### src/design/rsd_pkg.sv
// Package for the radial spotlight dimmer.
// Holds payload and pipeline structs, fixed widths and shared constants.
// No dependencies.
package rsd_pkg;

  // Field widths fixed by the pixel format
  localparam int unsigned COORD_W = 12;
  localparam int unsigned LUM_W   = 16;
  localparam int unsigned CFG_W   = 14;
  localparam int unsigned DIFF_W  = 15;  // signed pixel minus center
  localparam int unsigned SQ_W    = 28;  // one squared difference
  localparam int unsigned SUM_W   = 29;  // squared distance
  localparam int unsigned NEAR_W  = 15;  // squared distance inside the radius

  // Square root: 32-bit radicand, 16-bit root, remainder below 2^17
  localparam int unsigned RAD_W        = 16;
  localparam int unsigned ROOT_W       = 16;
  localparam int unsigned REM_W        = 17;
  localparam int unsigned SQRT_STAGES  = 4;
  localparam int unsigned SQRT_STEPS   = 4;

  // Radius 160, squared
  localparam int unsigned RADIUS_SQ = 25600;

  // 51200 = 2^11 * 25; divide by 25 through a reciprocal
  localparam int unsigned SCALE_SHIFT = 11;
  localparam int unsigned QUO_IN_W    = 20;
  localparam int unsigned RECIP_W     = 22;
  localparam int unsigned RECIP_SHIFT = 26;
  localparam int unsigned RECIP_25    = 2684355;  // ceil(2^26 / 25)
  localparam int unsigned QUO_W       = 15;

  // Defaults for top-level parameters
  localparam int unsigned MAX_DIM_DEF       = 4096;
  localparam int unsigned LUM_FRAC_BITS_DEF = 15;

  // Configuration register indexes
  localparam int unsigned CFG_IDX_W = 1;
  typedef logic [CFG_IDX_W-1:0] cfg_idx_t;
  typedef logic [CFG_W-1:0]     cfg_data_t;
  localparam cfg_idx_t CFG_CENTER_X = 1'd0;
  localparam cfg_idx_t CFG_CENTER_Y = 1'd1;

  // Input and result transactions
  typedef struct packed {
    logic [COORD_W-1:0] pixel_x;
    logic [COORD_W-1:0] pixel_y;
    logic [LUM_W-1:0]   lum_in;
  } pix_t;

  typedef struct packed {
    logic [LUM_W-1:0] lum_out;
  } res_t;

  // Between distance front end and square root
  typedef struct packed {
    logic             far;
    logic [RAD_W-1:0] rad;
    logic [LUM_W-1:0] lum;
  } dist_t;

  // Between square root stages
  typedef struct packed {
    logic              far;
    logic [RAD_W-1:0]  rad;
    logic [REM_W-1:0]  rem;
    logic [ROOT_W-1:0] root;
    logic [LUM_W-1:0]  lum;
  } root_t;

endpackage

### src/design/rsd_stream_if.sv
// Valid/ready stream interface for the radial spotlight dimmer.
// Payload type is a parameter; no other dependencies.
interface rsd_stream_if #(
  parameter type payload_t = logic
);
  logic     valid;
  logic     ready;
  payload_t data;

  modport source (output valid, output data, input ready);
  modport sink   (input valid, input data, output ready);
endinterface

### src/design/rsd_distance.sv
// Distance front end: saturate, subtract center, square, sum, radius check.
// Three register stages; holds the center registers. Uses rsd_pkg.
module rsd_distance #(
  parameter int unsigned MAX_DIM = rsd_pkg::MAX_DIM_DEF
) (
  input  logic               clk_i,
  input  logic               rst_ni,
  input  logic               cfg_we_i,
  input  rsd_pkg::cfg_idx_t  cfg_idx_i,
  input  rsd_pkg::cfg_data_t cfg_data_i,
  input  logic               valid_i,
  output logic               ready_o,
  input  rsd_pkg::pix_t      data_i,
  output logic               valid_o,
  input  logic               ready_i,
  output rsd_pkg::dist_t     data_o
);
  import rsd_pkg::*;

  localparam int unsigned CMP_W = COORD_W + 1;

  logic [CFG_W-1:0] center_x_q, center_y_q;

  logic                     v1_q, v2_q, v3_q;
  logic                     en1, en2, en3;
  logic signed [DIFF_W-1:0] dx_d, dy_d, dx_q, dy_q;
  logic [LUM_W-1:0]         lum1_q, lum2_q;
  logic [COORD_W-1:0]       x_sat, y_sat;
  logic signed [2*DIFF_W-1:0] px, py;
  logic [SQ_W-1:0]          sqx_q, sqy_q;
  logic [SUM_W-1:0]         sum;
  dist_t                    dist_d, dist_q;

  // Center registers
  always_ff @(posedge clk_i or negedge rst_ni) begin
    if (!rst_ni) begin
      center_x_q <= '0;
      center_y_q <= '0;
    end else if (cfg_we_i) begin
      case (cfg_idx_i)
        CFG_CENTER_X: center_x_q <= cfg_data_i;
        CFG_CENTER_Y: center_y_q <= cfg_data_i;
        default: ;
      endcase
    end
  end

  // Stall chain: a stage moves when empty or when its successor moves
  assign en3     = !v3_q || ready_i;
  assign en2     = !v2_q || en3;
  assign en1     = !v1_q || en2;
  assign ready_o = en1;
  assign valid_o = v3_q;
  assign data_o  = dist_q;

  // Stage 1: clamp coordinates to the image, subtract center
  always_comb begin
    x_sat = ({1'b0, data_i.pixel_x} >= CMP_W'(MAX_DIM)) ? COORD_W'(MAX_DIM - 1)
                                                        : data_i.pixel_x;
    y_sat = ({1'b0, data_i.pixel_y} >= CMP_W'(MAX_DIM)) ? COORD_W'(MAX_DIM - 1)
                                                        : data_i.pixel_y;
    dx_d  = $signed({3'b000, x_sat}) - $signed({center_x_q[CFG_W-1], center_x_q});
    dy_d  = $signed({3'b000, y_sat}) - $signed({center_y_q[CFG_W-1], center_y_q});
  end

  // Stage 2: squares
  assign px = dx_q * dx_q;
  assign py = dy_q * dy_q;

  // Stage 3: sum and radius compare
  always_comb begin
    sum         = {1'b0, sqx_q} + {1'b0, sqy_q};
    dist_d.far  = sum > SUM_W'(RADIUS_SQ);
    dist_d.rad  = {1'b0, sum[NEAR_W-1:0]};
    dist_d.lum  = lum2_q;
  end

  // Valid bits
  always_ff @(posedge clk_i or negedge rst_ni) begin
    if (!rst_ni) begin
      v1_q <= 1'b0;
      v2_q <= 1'b0;
      v3_q <= 1'b0;
    end else begin
      if (en1) v1_q <= valid_i;
      if (en2) v2_q <= v1_q;
      if (en3) v3_q <= v2_q;
    end
  end

  // Payload registers
  always_ff @(posedge clk_i) begin
    if (en1) begin
      dx_q   <= dx_d;
      dy_q   <= dy_d;
      lum1_q <= data_i.lum_in;
    end
    if (en2) begin
      sqx_q  <= SQ_W'(px);
      sqy_q  <= SQ_W'(py);
      lum2_q <= lum1_q;
    end
    if (en3) begin
      dist_q <= dist_d;
    end
  end

endmodule

### src/design/rsd_sqrt_stage.sv
// One stage of the digit-by-digit square root: SQRT_STEPS root bits per stage.
// Carries the remaining radicand, partial root and remainder. Uses rsd_pkg.
module rsd_sqrt_stage (
  input  logic           clk_i,
  input  logic           rst_ni,
  input  logic           valid_i,
  output logic           ready_o,
  input  rsd_pkg::root_t data_i,
  output logic           valid_o,
  input  logic           ready_i,
  output rsd_pkg::root_t data_o
);
  import rsd_pkg::*;

  localparam int unsigned ACC_W = REM_W + 2;

  logic              v_q;
  logic              en;
  root_t             st_d, st_q;
  logic [ACC_W-1:0]  acc, trial;
  logic [REM_W-1:0]  rem;
  logic [ROOT_W-1:0] root;
  logic [RAD_W-1:0]  rad;

  assign en      = !v_q || ready_i;
  assign ready_o = en;
  assign valid_o = v_q;
  assign data_o  = st_q;

  // Restoring square root, two radicand bits per step
  always_comb begin
    rem  = data_i.rem;
    root = data_i.root;
    rad  = data_i.rad;
    acc  = '0;
    trial = '0;
    for (int i = 0; i < SQRT_STEPS; i++) begin
      acc   = {rem, rad[RAD_W-1 -: 2]};
      trial = ACC_W'({root, 2'b01});
      if (acc >= trial) begin
        rem  = REM_W'(acc - trial);
        root = {root[ROOT_W-2:0], 1'b1};
      end else begin
        rem  = REM_W'(acc);
        root = {root[ROOT_W-2:0], 1'b0};
      end
      rad = {rad[RAD_W-3:0], 2'b00};
    end
    st_d      = data_i;
    st_d.rem  = rem;
    st_d.root = root;
    st_d.rad  = rad;
  end

  always_ff @(posedge clk_i or negedge rst_ni) begin
    if (!rst_ni) begin
      v_q <= 1'b0;
    end else if (en) begin
      v_q <= valid_i;
    end
  end

  always_ff @(posedge clk_i) begin
    if (en) st_q <= st_d;
  end

endmodule

### src/design/rsd_gain.sv
// Gain and output: distance to falloff via reciprocal divide, then luminance
// scaling. Two register stages, the second is the output register. Uses rsd_pkg.
module rsd_gain #(
  parameter int unsigned LUM_FRAC_BITS = rsd_pkg::LUM_FRAC_BITS_DEF
) (
  input  logic           clk_i,
  input  logic           rst_ni,
  input  logic           valid_i,
  output logic           ready_o,
  input  rsd_pkg::root_t data_i,
  output logic           valid_o,
  input  logic           ready_i,
  output rsd_pkg::res_t  data_o
);
  import rsd_pkg::*;

  localparam int unsigned SCALED_W = ROOT_W + LUM_FRAC_BITS;
  localparam int unsigned PROD_W   = QUO_IN_W + RECIP_W;
  localparam int unsigned LPROD_W  = 2 * LUM_W;
  localparam logic [LUM_W-1:0] GAIN_ONE = LUM_W'(1 << LUM_FRAC_BITS);
  localparam logic [LUM_W-1:0] GAIN_FAR = LUM_W'((2 * (1 << LUM_FRAC_BITS) + 5) / 10);

  logic                v1_q, v2_q;
  logic                en1, en2;
  logic [SCALED_W-1:0] scaled;
  logic [QUO_IN_W-1:0] quo_in;
  logic [PROD_W-1:0]   qprod;
  logic [QUO_W-1:0]    quo_q;
  logic                far_q;
  logic [LUM_W-1:0]    lum_q;
  logic [LUM_W-1:0]    gain;
  logic [LPROD_W-1:0]  lprod;
  res_t                res_d, res_q;

  assign en2     = !v2_q || ready_i;
  assign en1     = !v1_q || en2;
  assign ready_o = en1;
  assign valid_o = v2_q;
  assign data_o  = res_q;

  // Stage 1: floor(d * ONE / 51200) = floor(floor(d * ONE / 2^11) / 25)
  always_comb begin
    scaled = SCALED_W'(data_i.root) << LUM_FRAC_BITS;
    quo_in = QUO_IN_W'(scaled >> SCALE_SHIFT);
    qprod  = PROD_W'(quo_in) * PROD_W'(RECIP_25);
  end

  // Stage 2: pick gain, scale luminance
  always_comb begin
    gain          = far_q ? GAIN_FAR : (GAIN_ONE - LUM_W'(quo_q));
    lprod         = LPROD_W'(lum_q) * LPROD_W'(gain);
    res_d.lum_out = LUM_W'(lprod >> LUM_FRAC_BITS);
  end

  always_ff @(posedge clk_i or negedge rst_ni) begin
    if (!rst_ni) begin
      v1_q <= 1'b0;
      v2_q <= 1'b0;
    end else begin
      if (en1) v1_q <= valid_i;
      if (en2) v2_q <= v1_q;
    end
  end

  always_ff @(posedge clk_i) begin
    if (en1) begin
      quo_q <= QUO_W'(qprod >> RECIP_SHIFT);
      far_q <= data_i.far;
      lum_q <= data_i.lum;
    end
    if (en2) begin
      res_q <= res_d;
    end
  end

endmodule

### src/design/radial_spotlight_dimmer.sv
// Radial spotlight dimmer: luminance falls off with distance from a center.
// Throughput 1 pixel/cycle unless a low out_if.ready stalls the pipeline.
// Depth is set by the 16-bit root (4 stages of 4 steps) plus 3 distance and
// 2 gain stages. Async active-low reset empties the pipeline and zeroes the
// center registers; no clearing pass.
// Uses rsd_pkg, rsd_stream_if, rsd_distance, rsd_sqrt_stage, rsd_gain.
module radial_spotlight_dimmer #(
  parameter int unsigned MAX_DIM       = rsd_pkg::MAX_DIM_DEF,
  parameter int unsigned LUM_FRAC_BITS = rsd_pkg::LUM_FRAC_BITS_DEF
) (
  input  logic               clk_i,
  input  logic               rst_ni,
  input  logic               cfg_we_i,
  input  rsd_pkg::cfg_idx_t  cfg_idx_i,
  input  rsd_pkg::cfg_data_t cfg_data_i,
  rsd_stream_if.sink         in_if,
  rsd_stream_if.source       out_if
);
  import rsd_pkg::*;

  dist_t dist_data;
  logic  dist_valid, dist_ready;
  root_t sq_data  [SQRT_STAGES+1];
  logic  sq_valid [SQRT_STAGES+1];
  logic  sq_ready [SQRT_STAGES+1];
  res_t  res;

  // Distance front end
  rsd_distance #(
    .MAX_DIM(MAX_DIM)
  ) u_distance (
    .clk_i     (clk_i),
    .rst_ni    (rst_ni),
    .cfg_we_i  (cfg_we_i),
    .cfg_idx_i (cfg_idx_i),
    .cfg_data_i(cfg_data_i),
    .valid_i   (in_if.valid),
    .ready_o   (in_if.ready),
    .data_i    (in_if.data),
    .valid_o   (dist_valid),
    .ready_i   (dist_ready),
    .data_o    (dist_data)
  );

  // Radicand is d2 * 2^16; root and remainder start at zero
  always_comb begin
    sq_data[0].far  = dist_data.far;
    sq_data[0].rad  = dist_data.rad;
    sq_data[0].rem  = '0;
    sq_data[0].root = '0;
    sq_data[0].lum  = dist_data.lum;
  end
  assign sq_valid[0] = dist_valid;
  assign dist_ready  = sq_ready[0];

  // Square root pipeline
  for (genvar s = 0; s < SQRT_STAGES; s++) begin : g_sqrt
    rsd_sqrt_stage u_stage (
      .clk_i  (clk_i),
      .rst_ni (rst_ni),
      .valid_i(sq_valid[s]),
      .ready_o(sq_ready[s]),
      .data_i (sq_data[s]),
      .valid_o(sq_valid[s+1]),
      .ready_i(sq_ready[s+1]),
      .data_o (sq_data[s+1])
    );
  end

  // Gain and output register
  rsd_gain #(
    .LUM_FRAC_BITS(LUM_FRAC_BITS)
  ) u_gain (
    .clk_i  (clk_i),
    .rst_ni (rst_ni),
    .valid_i(sq_valid[SQRT_STAGES]),
    .ready_o(sq_ready[SQRT_STAGES]),
    .data_i (sq_data[SQRT_STAGES]),
    .valid_o(out_if.valid),
    .ready_i(out_if.ready),
    .data_o (res)
  );

  assign out_if.data = res;

endmodule
### src/flat_wrapper.sv
// flat-port wrapper written by rule: the top's interface ports become plain ports
module radial_spotlight_dimmer_flat import rsd_pkg::*;
#(
  parameter int unsigned MAX_DIM       = rsd_pkg::MAX_DIM_DEF,
  parameter int unsigned LUM_FRAC_BITS = rsd_pkg::LUM_FRAC_BITS_DEF
)
  (clk_i, rst_ni, cfg_we_i, cfg_idx_i, cfg_data_i, in_if_valid, in_if_data, in_if_ready, out_if_valid, out_if_data, out_if_ready);
  rsd_stream_if in_if_i ();
  rsd_stream_if out_if_i ();
  input  logic clk_i;
  input  logic rst_ni;
  input  logic cfg_we_i;
  input  rsd_pkg::cfg_idx_t cfg_idx_i;
  input  rsd_pkg::cfg_data_t cfg_data_i;
  input wire logic [$bits(in_if_i.valid)-1:0] in_if_valid;
  input wire logic [$bits(in_if_i.data)-1:0] in_if_data;
  output wire logic [$bits(in_if_i.ready)-1:0] in_if_ready;
  output wire logic [$bits(out_if_i.valid)-1:0] out_if_valid;
  output wire logic [$bits(out_if_i.data)-1:0] out_if_data;
  input wire logic [$bits(out_if_i.ready)-1:0] out_if_ready;
  assign in_if_i.valid = in_if_valid;
  assign in_if_i.data = in_if_data;
  assign in_if_ready = in_if_i.ready;
  assign out_if_valid = out_if_i.valid;
  assign out_if_data = out_if_i.data;
  assign out_if_i.ready = out_if_ready;
  radial_spotlight_dimmer #(.MAX_DIM(MAX_DIM), .LUM_FRAC_BITS(LUM_FRAC_BITS)) u_core (.clk_i(clk_i), .rst_ni(rst_ni), .cfg_we_i(cfg_we_i), .cfg_idx_i(cfg_idx_i), .cfg_data_i(cfg_data_i), .in_if(in_if_i), .out_if(out_if_i));
endmodule
### config.mk
export PLATFORM = sky130hd
export DESIGN_NAME = radial_spotlight_dimmer_flat
export DESIGN_NICKNAME = d
export VERILOG_FILES = /design/src/design/rsd_pkg.sv /design/src/design/rsd_stream_if.sv /design/src/design/rsd_distance.sv /design/src/design/rsd_sqrt_stage.sv /design/src/design/rsd_gain.sv /design/src/design/radial_spotlight_dimmer.sv /design/src/flat_wrapper.sv
export SDC_FILE = /design/constraint.sdc
export NUM_CORES = 2
export LEC_CHECK = 0
export BUFFER_PORTS_ARGS = -buffer_cell sky130_fd_sc_hd__buf_4
export CORE_UTILIZATION = 40
export DETAILED_ROUTE_END_ITERATION = 16
export MAX_ROUTING_LAYER = met4
export PLACE_DENSITY = 0.51
export SETUP_SLACK_MARGIN = 0.5
export SLEW_MARGIN = 20
export SYNTH_ARGS = -nofsm -noshare
export SYNTH_HDL_FRONTEND = slang
export SYNTH_SLANG_ARGS = --single-unit
### constraint.sdc
create_clock -name clk_i -period 21.4 [get_ports clk_i]
set_input_delay 4.28 -clock clk_i [delete_from_list [all_inputs] [get_ports clk_i]]
set_output_delay 4.28 -clock clk_i [all_outputs]
set_load 0.01 [all_outputs]
Word-level counts from Yosys, hierarchy flattened
Index checks and enable logic that the tools add are counted.
{"block": "op_classes", "n_addsub": 19, "n_mul": 4, "n_lt_le_gt_ge": 17, "muxes": 32, "n_bitwise": 1, "reduce_logical": 20}
{"op": "2-to-1 mux 17 bit", "count": 15}
{"op": "multiplier 15 x 15 -> 28 bit", "count": 2}
{"op": "multiplier 16 x 22 -> 37 bit (second input constant)", "count": 1}
{"op": "subtractor 1 x 14 -> 15 bit (first input constant)", "count": 2}
{"op": "adder 28 x 28 -> 29 bit", "count": 1}
{"op": "greater-than comparator 29 x 15 -> 1 bit (second input constant)", "count": 1}
{"op": ">= comparator 19 x 10 -> 1 bit", "count": 1}
{"op": ">= comparator 19 x 11 -> 1 bit", "count": 1}
{"op": ">= comparator 19 x 12 -> 1 bit", "count": 1}
{"op": ">= comparator 19 x 13 -> 1 bit", "count": 1}
{"op": ">= comparator 19 x 14 -> 1 bit", "count": 1}
{"op": ">= comparator 19 x 15 -> 1 bit", "count": 1}
{"op": ">= comparator 19 x 16 -> 1 bit", "count": 1}
{"op": ">= comparator 19 x 17 -> 1 bit", "count": 1}
{"op": ">= comparator 19 x 3 -> 1 bit", "count": 1}
{"op": ">= comparator 19 x 4 -> 1 bit", "count": 1}
{"op": ">= comparator 19 x 5 -> 1 bit", "count": 1}
{"op": ">= comparator 19 x 6 -> 1 bit", "count": 1}
{"op": ">= comparator 19 x 7 -> 1 bit", "count": 1}
{"op": ">= comparator 19 x 8 -> 1 bit", "count": 1}
{"op": ">= comparator 19 x 9 -> 1 bit", "count": 1}
{"op": "subtractor 17 x 10 -> 17 bit", "count": 1}
{"op": "subtractor 17 x 11 -> 17 bit", "count": 1}
{"op": "subtractor 17 x 12 -> 17 bit", "count": 1}
{"op": "other kinds (21)", "count": 53}
{"block": "totals", "reg_bits": 267, "input_bits": 21, "output_inout_bits": 3, "wordCells": 134}

Depth between registers and ports, before layout
{"block": "logic_depth", "ltp_word": 10, "ltp_mapped": 51}

Cells and area by module
Synthesis repeated with hierarchy kept, for this count alone.
{"block": "hier_totals", "cells_unflattened": 6671, "area_unflattened_um2": 63307.0}
{"module": "rsd_distance", "instances": 1, "cells_per_inst": 2179, "area_per_inst_um2": 22628.0, "seq_area_each_um2": 5220.0}
{"module": "rsd_sqrt_stage at u_core.g_sqrt[0].u_stage ...", "instances": 3, "cells_per_inst": 721, "area_per_inst_um2": 6291.0, "seq_area_each_um2": 1766.7}
{"module": "rsd_gain", "instances": 1, "cells_per_inst": 1583, "area_per_inst_um2": 15488.6, "seq_area_each_um2": 1491.4}
{"module": "rsd_sqrt_stage at u_core.g_sqrt[3].u_stage", "instances": 1, "cells_per_inst": 745, "area_per_inst_um2": 6313.6, "seq_area_each_um2": 1766.7}
{"module": "radial_spotlight_dimmer", "instances": 1, "cells_per_inst": 1, "area_per_inst_um2": 3.8, "seq_area_each_um2": 0.0}

Worst setup path after synthesis
OpenSTA, ideal clock, no wires.
{"block": "synth_timing", "kind": "input to output", "start": "input port out_if_ready", "end": "output port in_if_ready", "arrival_time_ns": 7.434, "required_time_ns": 17.120, "slack_ns": 9.686, "stages": 6, "path_buffers": 0, "path_cell_list": "nor2b_1 > nand3_1 > nor2_1 > nand3_1 > nor2_1 > nand3_1"}
{"block": "synth_between", "elab_chain_len": 9}
{"element": "start: declaration", "line_no": "flat_wrapper.sv:20", "source": "input wire logic [$bits(out_if_i.ready)-1:0] out_if_ready;"}
{"element": "logical OR 1 bit", "line_no": "rsd_gain.sv:35", "source": "assign en2 = !v2_q || ready_i;"}
{"element": "logical OR 1 bit", "line_no": "rsd_gain.sv:36", "source": "assign en1 = !v1_q || en2;"}
{"element": "logical OR 1 bit", "line_no": "rsd_sqrt_stage.sv:25", "source": "assign en = !v_q || ready_i;"}
{"element": "net u_core.g_sqrt[2].u_stage.ready_i", "line_no": "rsd_sqrt_stage.sv:10", "source": "input logic ready_i,"}
{"element": "logical OR 1 bit (3 in a row)", "line_no": "rsd_sqrt_stage.sv:25"}
{"element": "net u_core.dist_ready", "line_no": "radial_spotlight_dimmer.sv:22", "source": "logic dist_valid, dist_ready;"}
{"element": "logical OR 1 bit", "line_no": "rsd_distance.sv:49", "source": "assign en3 = !v3_q || ready_i;"}
{"element": "logical OR 1 bit", "line_no": "rsd_distance.sv:50", "source": "assign en2 = !v2_q || en3;"}
{"element": "logical OR 1 bit", "line_no": "rsd_distance.sv:51", "source": "assign en1 = !v1_q || en2;"}
{"element": "end: declaration", "line_no": "flat_wrapper.sv:17", "source": "output wire logic [$bits(in_if_i.ready)-1:0] in_if_ready;"}
The timed path passes the listed nets, and every way through them passes these cells.

Final worst setup path
Same ends and word-level chain as after synthesis.

==> flow_summary.yaml <==
logic_synthesis:
  synth.area.top_cells: "fa_1 26%, edfxtp_1 18%, ha_1 16%, inv_1 6.6%, xnor2_1 4.2%"
  seq_area_frac_synth_pct: 20.9
  synthTopCellsByCount: "656 x inv_1, 487 x fa_1, 466 x ha_1"
  synth_top_cell_by_area: "fa_1"
  ys_types: 114
  synth_top_area_share_pct: 26.3
  ys_ff_latch: 264
  synthArstFlopShare_pct: 14.0
  ys_warn_count: 0
  syn_area_per_cell_um2: 10.0
  syn-num-nets: 4680
  synth-edff-count: 227
  synth_area_mm2: 0.0371
  syn-instance-count: 3706
  synth.most_common_cell: "inv_1"
  synth_top_flop_cell: "edfxtp_1"
sta:
  setup_violations: 0
  skew_ns: 0.0230
  max_freq_mhz: 85.8
  period_share_pct: 54.5
  worst_slew_pin_slew_ns: 0.988
  fin_setup_tns_ns: 0
  fin_hold_ws_ns: 0.416
  timing.slew.headroom_pct: 34.0
  slew_viol_final: 0
  rsz0062_at_grt: "no"
  hold_viol: 0
  fin_crit_ns: 11.66
detailed_routing:
  vias: 24879
  post-route-drc-count: 0
  ant_nets: 0
  routed_wl_mm: 81.5
  avgRoutedWirePerCell_um: 16.3
  drt_iter0_markers: 1043
  drtPass1Iterations: 8
  via_per_inst: 4.98
setup_path:
  cp_slowest_cell: "nand3_1"
  worst_ep_required_time_ns: 17.12
  crit_top_cell: "buf_4"
  cp-end-kind: "output pin"
  crit_chain: "buf_4, nor2b_1, nand3_1, nor2_1, nand3_1, buf_4, nor2_1, nand3_2, buf_4, buf_4"
  start_kind: "input port"
  cp_max_fo: 33
  cp.arrival_ns: 7.38
  critical_path_class: "input port to output pin"
  critical-path-max-stage-delay_ns: 0.78
cts:
  clk_pin_slew_ns: 0.05
  cts_buffer_depth: 3
  holdBufCountCts: 0
  cts_root_buffer: "clkbuf_16"
  cts_made_buffers: 34
  cts_resized: 0
  insertion_delay_ns: 0.55
  cts_max_level: 2
  post-cts-setup-buffers: 0
  tritoncts: "built"
  clock_sinks: 264
floorplan:
  io_pins: 24
  die_y_um: 307
  start_util_pct: 40.4
  dieArea_mm2: 0.0940
  design.core.area_mm2: 0.0918
  dieWidth_um: 307
  rows: 111
finish:
  fin_nets: 4698
  synthToLayoutAreaGrowth_pct: 7.45
  post-route-util_pct: 43.4
  drive_above_1_share_pct: 5.42
placed_design:
  port_buffers: 23
  dp_hpwl_mm: 67.2
  routabilityCongestion: 0.862
flow_run:
  maxCapViolCount: 0
hold_path:
  holdCritPathClass: "register to register"
grt:
  grt_pass1_vias: 26266
  grt_pass1_wl_mm: 137
  antenna_found_initial: 0
  grt_usage_pct: 18.8
  grt-ovfl-total: 0
  grt_max_degree: 38
run_status:
  status: "completed"
-- metrics by stage --
stage          cell area [um^2]  worst slack (ns)  std cells
5_1_grt                   39900              9.35       4990
3_5_place_dp              38700              9.68       4931
2_1_floorplan             37100              9.69       3706
6_report                  39900              9.74       4991
4_1_cts                   39900              9.66       4990
3_3_place_gp              38700              9.71       4931
-- flip-flops by register name, indices dropped and copies added, names as in the netlist, 4 cells and up --
signal                         count
u_core.g_sqrt.u_stage.valid_o      4
u_core.u_distance.dy_q            15
u_core.u_distance.dx_q            15
u_core.g_sqrt.u_stage.data_o     106
u_core.u_distance.sqx_q           27
u_core.u_distance.data_o          17
u_core.u_gain.quo_q               15
u_core.u_distance.center_x_q      14
u_core.u_distance.center_y_q      14
u_core.u_distance.sqy_q           27
-- area by class of cell --
class / instances / area (um^2)
tap: 1243 / 1560
sequential: 264 / 7740
inverter: 661 / 2480
timing repair buffer: 45 / 338
fill: 8962 / 51900
multi-input combinational: 2718 / 26600
clock inverter: 12 / 171
clock buffer: 47 / 951
antenna: 1 / 2.50
-- placed cells by master (no fill, tap or decap), types with 9 or more instances in the layout --
cell	n
clkbuf_1	9
o211ai_1	12
ha_1	466
clkbuf_16	35
a21o_1	41
nand2_1	251
o31ai_1	11
or3_1	23
nand3_1	43
nor3_1	70
or2_2	16
a211o_1	11
xnor2_1	178
dfrtp_1	37
mux2_2	42
and3_1	17
nor4_1	17
nor2_1	225
and2_1	108
a211oi_1	16
nand2b_1	36
nand4_1	10
fa_1	487
edfxtp_1	227
o21bai_1	38
nor2b_1	38
o21ai_0	106
inv_1	656
o21a_1	30
a31oi_1	22
xor2_1	67
a21oi_1	159
buf_4	45
-- critical path, delay by kind of cell --
family	cells	cell delay, ns
buffers and inverters	4	0.86
and+or+nand+nor	6	2.20
-- per-layer routing --
| layer | up-vias | global-route usage (%) | part of all wire (%) |
|---|---|---|---|
| li1 | 12329 | - | - |
| met1 | 12199 | 24.3 | 47 |
| met2 | 272 | 32.0 | 49 |
| met3 | 79 | 1.86 | 2.4 |
| met4 | 0 | 3.59 | 1.6 |
| met5 | - | - | 0 |
-- path summary, 6_finish.rpt --
check	startpoint	end	slack, ns	depth (start not counted)
worst max-delay path	out_if_ready	in_if_ready	9.74	10
worst min-delay path	u_core.g_sqrt[0].u_stage.data_o[0]	u_core.g_sqrt[1].u_stage.data_o[0]	0.42	0
worst max register to register	u_core.g_sqrt[1].u_stage.data_o[17]	u_core.g_sqrt[2].u_stage.data_o[48]	10.46	44
worst min register to register	u_core.g_sqrt[0].u_stage.data_o[0]	u_core.g_sqrt[1].u_stage.data_o[0]	0.42	0
max in group asynchronous	rst_ni	u_core.g_sqrt[3].u_stage.valid_o	17.30	1
min in group asynchronous	rst_ni	u_core.u_distance.center_y_q[10]	3.71	1
-- cells by family (layout without fill, tap and decap cells) --
kind of cell / Yosys count / after routing / synth area share, %
adder cells (fa/ha/maj): 953 / 953 / 42.0
AND/OR/NAND/NOR: 917 / 917 / 12.4
buffers and inverters: 724 / 765 / 7.42
AO/OA/AOI/OAI: 540 / 540 / 9.56
flip-flops: 264 / 264 / 20.9
XOR/XNOR: 247 / 247 / 5.89
multiplexers: 61 / 61 / 1.88
other: 0 / 1 / 0
Power is not shown: default switching activity piles up to over one toggle a cycle in this logic, so the estimate is an artifact.
